**src/hdl/pfc_pkg.sv**
```systemverilog
package pfc_pkg;

    // Widths of the pixel payload and of the configuration channel.
    localparam int PIXEL_W    = 32;
    localparam int FORMAT_W   = 3;
    localparam int CFG_ADDR_W = 2;
    localparam int CFG_DATA_W = 3;

    // Register indexes on the configuration channel.
    localparam logic [CFG_ADDR_W-1:0] REG_PIXEL_FORMAT = 2'd0;
    localparam logic [CFG_ADDR_W-1:0] REG_DIRECTION    = 2'd1;

    // Target formats.
    typedef enum logic [FORMAT_W-1:0] {
        FMT_BGRA1555    = 3'd0,
        FMT_RGB565      = 3'd1,
        FMT_BGRA4444    = 3'd2,
        FMT_BGRA8888    = 3'd3,
        FMT_BGR0888     = 3'd4,
        FMT_BGR888      = 3'd5,
        FMT_RGB888      = 3'd6,
        FMT_UNSUPPORTED = 3'd7
    } pixel_format_t;

    // Conversion direction.
    localparam logic DIR_PACK   = 1'b0;
    localparam logic DIR_UNPACK = 1'b1;

endpackage

```
**src/hdl/pfc_if.sv**
```systemverilog
interface pfc_pixel_in_if;
    import pfc_pkg::*;

    logic               valid;
    logic               ready;
    logic [PIXEL_W-1:0] pixel_in;
    logic               last_pixel;

    modport source (output valid, output pixel_in, output last_pixel, input ready);
    modport sink   (input valid, input pixel_in, input last_pixel, output ready);
endinterface

interface pfc_pixel_out_if;
    import pfc_pkg::*;

    logic               valid;
    logic               ready;
    logic [PIXEL_W-1:0] pixel_out;
    logic               last_out;
    logic               format_error;

    modport source (output valid, output pixel_out, output last_out, output format_error,
                    input ready);
    modport sink   (input valid, input pixel_out, input last_out, input format_error,
                    output ready);
endinterface

interface pfc_cfg_if;
    import pfc_pkg::*;

    logic                  valid;
    logic                  ready;
    logic [CFG_ADDR_W-1:0] index;
    logic [CFG_DATA_W-1:0] data;

    modport source (output valid, output index, output data, input ready);
    modport sink   (input valid, input index, input data, output ready);
endinterface

```
**src/hdl/pixel_format_converter.sv**
```systemverilog
// A request accepted on src is captured in the input register, then moves
// into the result register, which presents it on dst, once that is free.
// Throughput: one pixel per clock while dst takes results; the input register
// and the result register form a two-stage pipeline that advances whenever
// the result register is free.
// Reset (rst_n, asynchronous, active low) empties both stages and sets the
// format to BGRA1555 and the direction to pack.
module pixel_format_converter (
    input  logic             clk,
    input  logic             rst_n,
    pfc_cfg_if.sink          cfg,
    pfc_pixel_in_if.sink     src,
    pfc_pixel_out_if.source  dst
);
    import pfc_pkg::*;

    // Configuration registers. Writes are always taken; an index beyond the
    // two registers is simply dropped.
    pixel_format_t            format_reg;
    logic                     direction_reg;

    // Stage one: the captured input pixel.
    logic                     in_valid_reg;
    logic [PIXEL_W-1:0]       in_pixel_reg;
    logic                     in_last_reg;

    // Stage two: the converted result as presented on dst.
    logic                     out_valid_reg;
    logic [PIXEL_W-1:0]       out_pixel_reg;
    logic                     out_last_reg;
    logic                     out_error_reg;

    logic                     out_free;
    logic                     in_advance;
    logic                     in_load;
    logic [PIXEL_W-1:0]       conv_pixel_next;
    logic                     conv_error_next;
    logic [15:0]              half;

    assign cfg.ready = 1'b1;

    always_ff @(posedge clk or negedge rst_n)
    begin
        if (!rst_n)
        begin
            format_reg    <= FMT_BGRA1555;
            direction_reg <= DIR_PACK;
        end
        else if (cfg.valid)
        begin
            if (cfg.index == REG_PIXEL_FORMAT)
            begin
                format_reg <= pixel_format_t'(cfg.data[FORMAT_W-1:0]);
            end
            else if (cfg.index == REG_DIRECTION)
            begin
                direction_reg <= cfg.data[0];
            end
        end
    end

    // The result register is free when it is empty or its pixel is being
    // taken this cycle. Stage one moves forward into it under that condition,
    // and stage one takes a new request when it is empty or moving forward,
    // so a full pipeline keeps flowing at one pixel per clock while dst.ready is high.
    assign out_free   = !out_valid_reg || dst.ready;
    assign in_advance = in_valid_reg && out_free;
    assign src.ready  = !in_valid_reg || out_free;
    assign in_load    = src.valid && src.ready;

    always_ff @(posedge clk or negedge rst_n)
    begin
        if (!rst_n)
        begin
            in_valid_reg <= 1'b0;
        end
        else if (src.ready)
        begin
            in_valid_reg <= src.valid;
        end
    end

    always_ff @(posedge clk)
    begin
        if (in_load)
        begin
            in_pixel_reg <= src.pixel_in;
            in_last_reg  <= src.last_pixel;
        end
    end

    // The conversion itself is pure wiring of bit fields chosen by the format
    // and direction. Sixteen-bit formats only look at the low half-word when
    // unpacking; RGB565 widens each component by repeating its top bits.
    assign half = in_pixel_reg[15:0];

    always_comb
    begin
        conv_pixel_next = '0;
        conv_error_next = 1'b0;
        case (format_reg)
            FMT_BGRA1555:
            begin
                if (direction_reg == DIR_UNPACK)
                    conv_pixel_next = {16'h0000, half[14:0], half[15]};
                else
                    conv_pixel_next = {16'h0000, in_pixel_reg[31], in_pixel_reg[7:3],
                                       in_pixel_reg[15:11], in_pixel_reg[23:19]};
            end
            FMT_RGB565:
            begin
                if (direction_reg == DIR_UNPACK)
                    conv_pixel_next = {8'h00,
                                       half[4:0], half[4:2],
                                       half[10:5], half[10:9],
                                       half[15:11], half[15:13]};
                else
                    conv_pixel_next = {16'h0000, in_pixel_reg[7:3],
                                       in_pixel_reg[15:10], in_pixel_reg[23:19]};
            end
            FMT_BGRA4444:
            begin
                if (direction_reg == DIR_UNPACK)
                    conv_pixel_next = {16'h0000, half[11:0], half[15:12]};
                else
                    conv_pixel_next = {16'h0000, in_pixel_reg[31:28], in_pixel_reg[7:4],
                                       in_pixel_reg[15:12], in_pixel_reg[23:20]};
            end
            FMT_BGRA8888:
            begin
                // Red and blue trade places; the swap is its own inverse.
                conv_pixel_next = {in_pixel_reg[31:24], in_pixel_reg[7:0],
                                   in_pixel_reg[15:8], in_pixel_reg[23:16]};
            end
            FMT_BGR0888, FMT_BGR888:
            begin
                conv_pixel_next = {8'h00, in_pixel_reg[7:0],
                                   in_pixel_reg[15:8], in_pixel_reg[23:16]};
            end
            FMT_RGB888:
            begin
                conv_pixel_next = {8'h00, in_pixel_reg[23:0]};
            end
            default:
            begin
                // No conversion defined: flag it and return zero.
                conv_error_next = 1'b1;
            end
        endcase
    end

    always_ff @(posedge clk or negedge rst_n)
    begin
        if (!rst_n)
        begin
            out_valid_reg <= 1'b0;
        end
        else if (out_free)
        begin
            out_valid_reg <= in_valid_reg;
        end
    end

    always_ff @(posedge clk)
    begin
        if (in_advance)
        begin
            out_pixel_reg <= conv_pixel_next;
            out_last_reg  <= in_last_reg;
            out_error_reg <= conv_error_next;
        end
    end

    assign dst.valid        = out_valid_reg;
    assign dst.pixel_out    = out_pixel_reg;
    assign dst.last_out     = out_last_reg;
    assign dst.format_error = out_error_reg;

endmodule

```
**src/flat_wrapper.sv**
```systemverilog
// flat-port wrapper written by rule: the top's interface ports become plain ports
module pixel_format_converter_flat import pfc_pkg::*;
  (clk, rst_n, cfg_valid, cfg_index, cfg_data, cfg_ready, src_valid, src_pixel_in, src_last_pixel, src_ready, dst_valid, dst_pixel_out, dst_last_out, dst_format_error, dst_ready);
  pfc_cfg_if cfg_i ();
  pfc_pixel_in_if src_i ();
  pfc_pixel_out_if dst_i ();
  input  logic clk;
  input  logic rst_n;
  input wire logic [$bits(cfg_i.valid)-1:0] cfg_valid;
  input wire logic [$bits(cfg_i.index)-1:0] cfg_index;
  input wire logic [$bits(cfg_i.data)-1:0] cfg_data;
  output wire logic [$bits(cfg_i.ready)-1:0] cfg_ready;
  input wire logic [$bits(src_i.valid)-1:0] src_valid;
  input wire logic [$bits(src_i.pixel_in)-1:0] src_pixel_in;
  input wire logic [$bits(src_i.last_pixel)-1:0] src_last_pixel;
  output wire logic [$bits(src_i.ready)-1:0] src_ready;
  output wire logic [$bits(dst_i.valid)-1:0] dst_valid;
  output wire logic [$bits(dst_i.pixel_out)-1:0] dst_pixel_out;
  output wire logic [$bits(dst_i.last_out)-1:0] dst_last_out;
  output wire logic [$bits(dst_i.format_error)-1:0] dst_format_error;
  input wire logic [$bits(dst_i.ready)-1:0] dst_ready;
  assign cfg_i.valid = cfg_valid;
  assign cfg_i.index = cfg_index;
  assign cfg_i.data = cfg_data;
  assign cfg_ready = cfg_i.ready;
  assign src_i.valid = src_valid;
  assign src_i.pixel_in = src_pixel_in;
  assign src_i.last_pixel = src_last_pixel;
  assign src_ready = src_i.ready;
  assign dst_valid = dst_i.valid;
  assign dst_pixel_out = dst_i.pixel_out;
  assign dst_last_out = dst_i.last_out;
  assign dst_format_error = dst_i.format_error;
  assign dst_i.ready = dst_ready;
  pixel_format_converter u_core (.clk(clk), .rst_n(rst_n), .cfg(cfg_i), .src(src_i), .dst(dst_i));
endmodule
```
**config.mk**
```make
export PLATFORM = sky130hd
export DESIGN_NAME = pixel_format_converter_flat
export DESIGN_NICKNAME = d
export VERILOG_FILES = /design/src/hdl/pfc_pkg.sv /design/src/hdl/pfc_if.sv /design/src/hdl/pixel_format_converter.sv /design/src/flat_wrapper.sv
export SDC_FILE = /design/constraint.sdc
export NUM_CORES = 1
export LEC_CHECK = 0
export BUFFER_PORTS_ARGS = -buffer_cell sky130_fd_sc_hd__buf_4
export CAP_MARGIN = 25
export CORE_MARGIN = 5
export CORE_UTILIZATION = 45
export DETAILED_ROUTE_END_ITERATION = 10
export PLACE_DENSITY = 0.8
export REMOVE_ABC_BUFFERS = 1
export SETUP_SLACK_MARGIN = 0.5
export SLEW_MARGIN = 5
export SYNTH_ARGS = -nofsm -noshare
export SYNTH_HDL_FRONTEND = slang
export SYNTH_SLANG_ARGS = --single-unit
```
**constraint.sdc**
```tcl
create_clock -name clk -period 1.6 [get_ports clk]
set_input_delay 0.08 -clock clk [delete_from_list [all_inputs] [get_ports clk]]
set_output_delay 0.08 -clock clk [all_outputs]
set_load 0.01 [all_outputs]
```
# --- Yosys cells after proc, flatten, opt, wreduce, memory -nomap -nowiden ---
# Cells that the tools add are included.
# W data, S select, Z words.
classes:
  bitwise: 1
  muxes: 5
  eq_ne: 7
  reduce_logical: 12
op_table:
  columns: ["op", "n"]
  rows:
  - ["$pmux W32 S6", 1]
  - ["$mux W16", 2]
  - ["$mux W24", 1]
  - ["$eq A3 B3 Y1 const B", 3]
  - ["$reduce_or A7 Y1", 1]
  - ["$eq A3 B2 Y1 const B", 2]
  - ["$eq A3 B1 Y1 const B", 1]
  - ["$logic_not A3 Y1", 1]
  - ["$reduce_and A3 Y1", 1]
  - ["$eq A2 B1 Y1 const B", 1]
  - ["$logic_and A1 B1 Y1", 2]
  - ["$logic_not A1 Y1", 2]
  - ["$logic_not A2 Y1", 1]
  - ["$logic_or A1 B1 Y1", 2]
  - ["$reduce_and A2 Y1", 1]
  - ["$reduce_or A2 Y1", 1]
  - ["$mux W1", 1]
  - ["$not A1 Y1", 1]
word_totals:
  regBits: 73
  output_inout_bits: 37
  in_bits: 43

# --- Longest topological paths before layout ---
depth:
  ltp_word: 4
  depth_mapped: 6
  ltp_nobuf: 3

# --- Worst setup path before layout ---
# No wires, ideal clock.
synth_timing:
  path_type: "register -> register"
  from: "register u_core.out_valid_reg, in the netlist u_core.dst.valid"
  to: "register u_core.in_last_reg, enable pin"
  period_less_slack_ns: 1.836
  path_slack_ns: -0.236
  t_arrival_ns: 1.443
  n_path_buf: 0
  required_time_ns: 1.207
  path_stages_with_launch: 3
  setup_time_ns: 0.393
  path_cell_list: "dfrtp_1 -> nand3b_1 -> and2_1"
synth_between:
  elab_chain_cells: 4
synth_rtl:
  columns: ["item", "line", "source"]
  rows:
  - ["start: declaration", "pixel_format_converter.sv:28", "logic out_valid_reg;"]
  - ["start signal: assignment", "pixel_format_converter.sv:160", "out_valid_reg <= in_valid_reg;"]
  - ["$logic_not A1 Y1", "pixel_format_converter.sv:66", "assign out_free = !out_valid_reg || dst.ready;"]
  - ["$logic_or A1 B1 Y1", "pixel_format_converter.sv:66", null]
  - ["$logic_or A1 B1 Y1", "pixel_format_converter.sv:68", "assign src.ready = !in_valid_reg || out_free;"]
  - ["net src_ready", "flat_wrapper.sv:16", "output wire logic [$bits(src_i.ready)-1:0] src_ready;"]
  - ["$logic_and A1 B1 Y1", "pixel_format_converter.sv:69", "assign in_load = src.valid && src.ready;"]
  - ["net u_core.in_load", "pixel_format_converter.sv:35", "logic in_load;"]
  - ["end signal: assignment", "pixel_format_converter.sv:88", "in_last_reg <= src.last_pixel;"]
  - ["end: declaration", "pixel_format_converter.sv:25", "logic in_last_reg;"]
# The timed path passes the listed nets, and every way through them passes these cells.
# A chain may end at the register's enable or synchronous reset.

# --- Final worst setup path ---
layout_timing:
  from: "register u_core.format_reg[0]"
  to: "register u_core.out_pixel_reg[3], in the netlist u_core.dst.pixel_out[3] (data pin)"
layout_between:
  elab_chain_cells: 3
layout_rtl:
  columns: ["item", "line", "source"]
  rows:
  - ["start: declaration", "pixel_format_converter.sv:19", "pixel_format_t format_reg;"]
  - ["start signal: assignment", "pixel_format_converter.sv:53", "format_reg <= pixel_format_t'(cfg.data[FORMAT_W-1:0]);"]
  - ["$eq A3 B3 Y1", "pixel_format_converter.sv:101", "case (format_reg)"]
  - ["$reduce_or A2 Y1", null, null]
  - ["$pmux W32 S6 (*)", "pixel_format_converter.sv:101", null]
  - ["net u_core.conv_pixel_next[3]", "pixel_format_converter.sv:36", "logic [PIXEL_W-1:0] conv_pixel_next;"]
  - ["end signal: assignment", "pixel_format_converter.sv:168", "out_pixel_reg <= conv_pixel_next;"]
  - ["end: declaration", "pixel_format_converter.sv:29", "logic [PIXEL_W-1:0] out_pixel_reg;"]
# Mark *: on every way through the listed nets, which the timed path passes. The rest lies on a longest branch.

==> results.yml <==
run_status:
  status: "finished, violations left"
  failed_checks: "negative setup slack"
logic_synthesis:
  synth_area_um2: 3410
  synth_ff_type: "edfxtp_1"
  postSynthCellCount: 230
  avgSynthCellArea_um2: 14.8
  ys_types: 31
  synth_top_area_share_pct: 59.0
  ys_ff_latch: 73
  yosysSeqAreaShare_pct: 63.4
  yosys-top-cells-area: "edfxtp_1 59%, mux2i_1 8.5%, a221o_1 4.7%"
  yosys.area.top_type: "edfxtp_1"
  ys.warnings.count: 0
  async_reset_ff_share_pct: 8.22
  synth_edf_count: 67
pwr:
  seqPwrFrac_pct: 39.4
  power.share.combinational_pct: 34.2
  internal_power_mw: 4.64
  power.share.clock_pct: 26.4
  switching_share_pct: 28.7
  p_sw_mw: 1.87
  peakVddDrop_v: 0.000689
  power.density_nw_per_um2: 1150
  leakagePower_nw: 2.35
final_layout:
  n_antenna_cell: 0
  final_nets: 447
  drive_gt1_share_pct: 49.6
  final_common_cell: "buf_4"
  final_cell_mix: "103 x buf_4, 67 x edfxtp_1, 38 x dlygate4sd3_1"
  area_delta_synth_final_pct: 66.5
job:
  cap_violations: 0
clock_tree:
  cts_tree: "built"
  clock_latency_ps: 360
  htreeDepth: 3
  cts_made_buffers: 9
  clkTransAtPathRegs_ps: 80
  root_buffer: "clkbuf_8"
  clkSinkCount: 73
  clockBufferDepth: 2
grt:
  overflow: 0
  grt_antenna_before_repair: 0
  met3_usage_pct: 6.25
  grt_util_met2_pct: 36.6
  grt_util_met1_pct: 25.6
  grt_pass1_vias: 2866
  busiest_layer: "met2"
  grt_max_degree: 24
  grt_pass1_wl_mm: 15.7
  grt_usage_pct: 21.6
floorplan:
  rows: 31
  dieArea_um2: 9420
  die_y_um: 97.1
  start_util_pct: 46.5
  coreArea_um2: 7330
  die_w_um: 97.1
  ios: 80
sta:
  setup_viol: 8
  finalHoldViolations: 0
  layout_setup_ws_ps: -58.5
  final.setup_skew_ps: 9.90
  holdWs_ps: 67.3
  final_max_slew_viol_count: 0
  rsz0062_at_grt: "yes"
  period_minus_slack_ps: 1660
  finalCritPeriodShare_pct: 104
  max_freq_ghz: 0.603
worst_setup_path:
  cpPeakStageDelay_ps: 460
  r2r-start: "u_core.format_reg[0]$_DFFE_PN0P_"
  cp_data_arrival_time_ps: 1760
  critPathCaptureType: "flop"
  slowest_stage: "dfrtp_2"
  crit_type: "flop to flop"
  critPathLaunch: "u_core.format_reg[0]$_DFFE_PN0P_"
  crit_cells: 4
  timing.rr.end: "u_core.dst.pixel_out[3]$_DFFE_PP_"
  r2r_slack_ps: -60
  critical_path.cell_chain: "buf_6 -> mux2i_1 -> a21oi_1 -> a221o_1"
  path_delay_family: "compound AO/OA/AOI/OAI gates"
  path_buf_inv: 1
  rr_worst_depth: 4
  required_ps: 1710
  cp-start-kind: "flop"
  path_max_fanout: 7
route:
  num_vias: 3066
  via_per_inst: 6.04
  drt_iter0_markers: 431
  wirelength_mm: 12.1
  dr.pass1.iters: 5
  wire_per_inst_um: 23.8
  drc_errors: 0
  ant_nets: 0
placement:
  place_hpwl_mm: 5.32
  pre_cts_slack_ps: -49.0
  io_buffers: 78
  globalplace.congestion: 0.874
worst_hold_path:
  hold_class: "primary input to asynchronous set/reset pin"
-- how the worst max path moves through the flow --
stage,end
2_1_floorplan,u_core.dst.pixel_out[7]$_DFFE_PP_
4_1_cts,u_core.dst.pixel_out[13]$_DFFE_PP_
3_5_place_dp,u_core.dst.pixel_out[0]$_DFFE_PP_
6_report,u_core.dst.pixel_out[3]$_DFFE_PP_
3_3_place_gp,u_core.dst.pixel_out[7]$_DFFE_PP_
5_1_grt,u_core.dst.pixel_out[0]$_DFFE_PP_
-- area by class of cell --
type,count,area [µm²]
Clock buffer,9,124
Clock inverter,7,109
Fill cell,386,1650
Multi-Input combinational cell,141,1320
Sequential cell,73,2170
Tap cell,99,124
Timing Repair Buffer,179,1840
-- power groups by stage --
| stage | combinational (mW) | sequential [mW] | clock [mW] |
|---|---|---|---|
| after global placement | 1.33 | 2.56 | 0 |
| after global routing | 2.31 | 2.58 | 1.82 |
| after CTS | 1.80 | 2.53 | 1.72 |
| final | 2.23 | 2.57 | 1.72 |
| after detailed placement | 1.36 | 2.57 | 0 |
| after floorplan | 0.628 | 2.68 | 0 |
-- cell families (layout without fill, tap and decap cells) --
group / after synthesis / in the layout / share of synthesized area, %
flip-flops: 73 / 73 / 63.4
AND/OR/NAND/NOR: 48 / 49 / 8.47
multiplexers: 35 / 36 / 10.8
AO/OA/AOI/OAI: 54 / 54 / 12.9
other: 1 / 1 / 0.110
buffers and inverters: 18 / 195 / 3.85
XOR/XNOR: 1 / 1 / 0.477
-- synth_stat cells (3+ instances only) --
cell       instances
edfxtp_1          67
mux2i_1           29
a221o_1           16
a21oi_1           13
and2_1            10
o2bb2ai_1         10
nor2_1             9
nand2b_1           8
a211o_1            6
and3_1             6
buf_2              6
buf_6              6
dfrtp_1            6
mux2_2             5
nand2_1            5
o22ai_1            5
buf_4              3
clkbuf_1           3
-- stage by stage --
stage | setup TNS (ps) | power (mW) | cell area, µm² | util (%) | std cells
final | -270 | 6.51 | 5680 | 77.5 | 508
after global routing | -798 | 6.71 | 5680 | 77.5 | 508
after CTS | 0 | 6.04 | 5300 | 72.2 | 491
after detailed placement | -187 | 3.93 | 4180 | 57.0 | 407
after global placement | 0 | 3.89 | 4180 | 57.0 | 407
after floorplan | -24660 | 3.31 | 3280 | - | 212
-- worst register-to-register path: stages (launching register included) --
cell,delay [ps]
dfrtp_2,460
buf_6,170
mux2i_1,290
a21oi_1,120
a221o_1,370
-- repair_timing --
action,CTS,global route
gates resized for setup,36,41
buffers inserted,19,14
gates cloned,11,3
endpoints found under the hold margin,45,0
pin swaps,7,18
hold buffers,38,0
endpoints found under the setup margin,100,104
-- metal layers --
layer,vias up,part of all wire [%]
met2,255,49
li1,1267,-
met1,1484,36
met5,-,0
met3,60,9.8
met4,0,4.3
(Power assumes the default switching activity.)
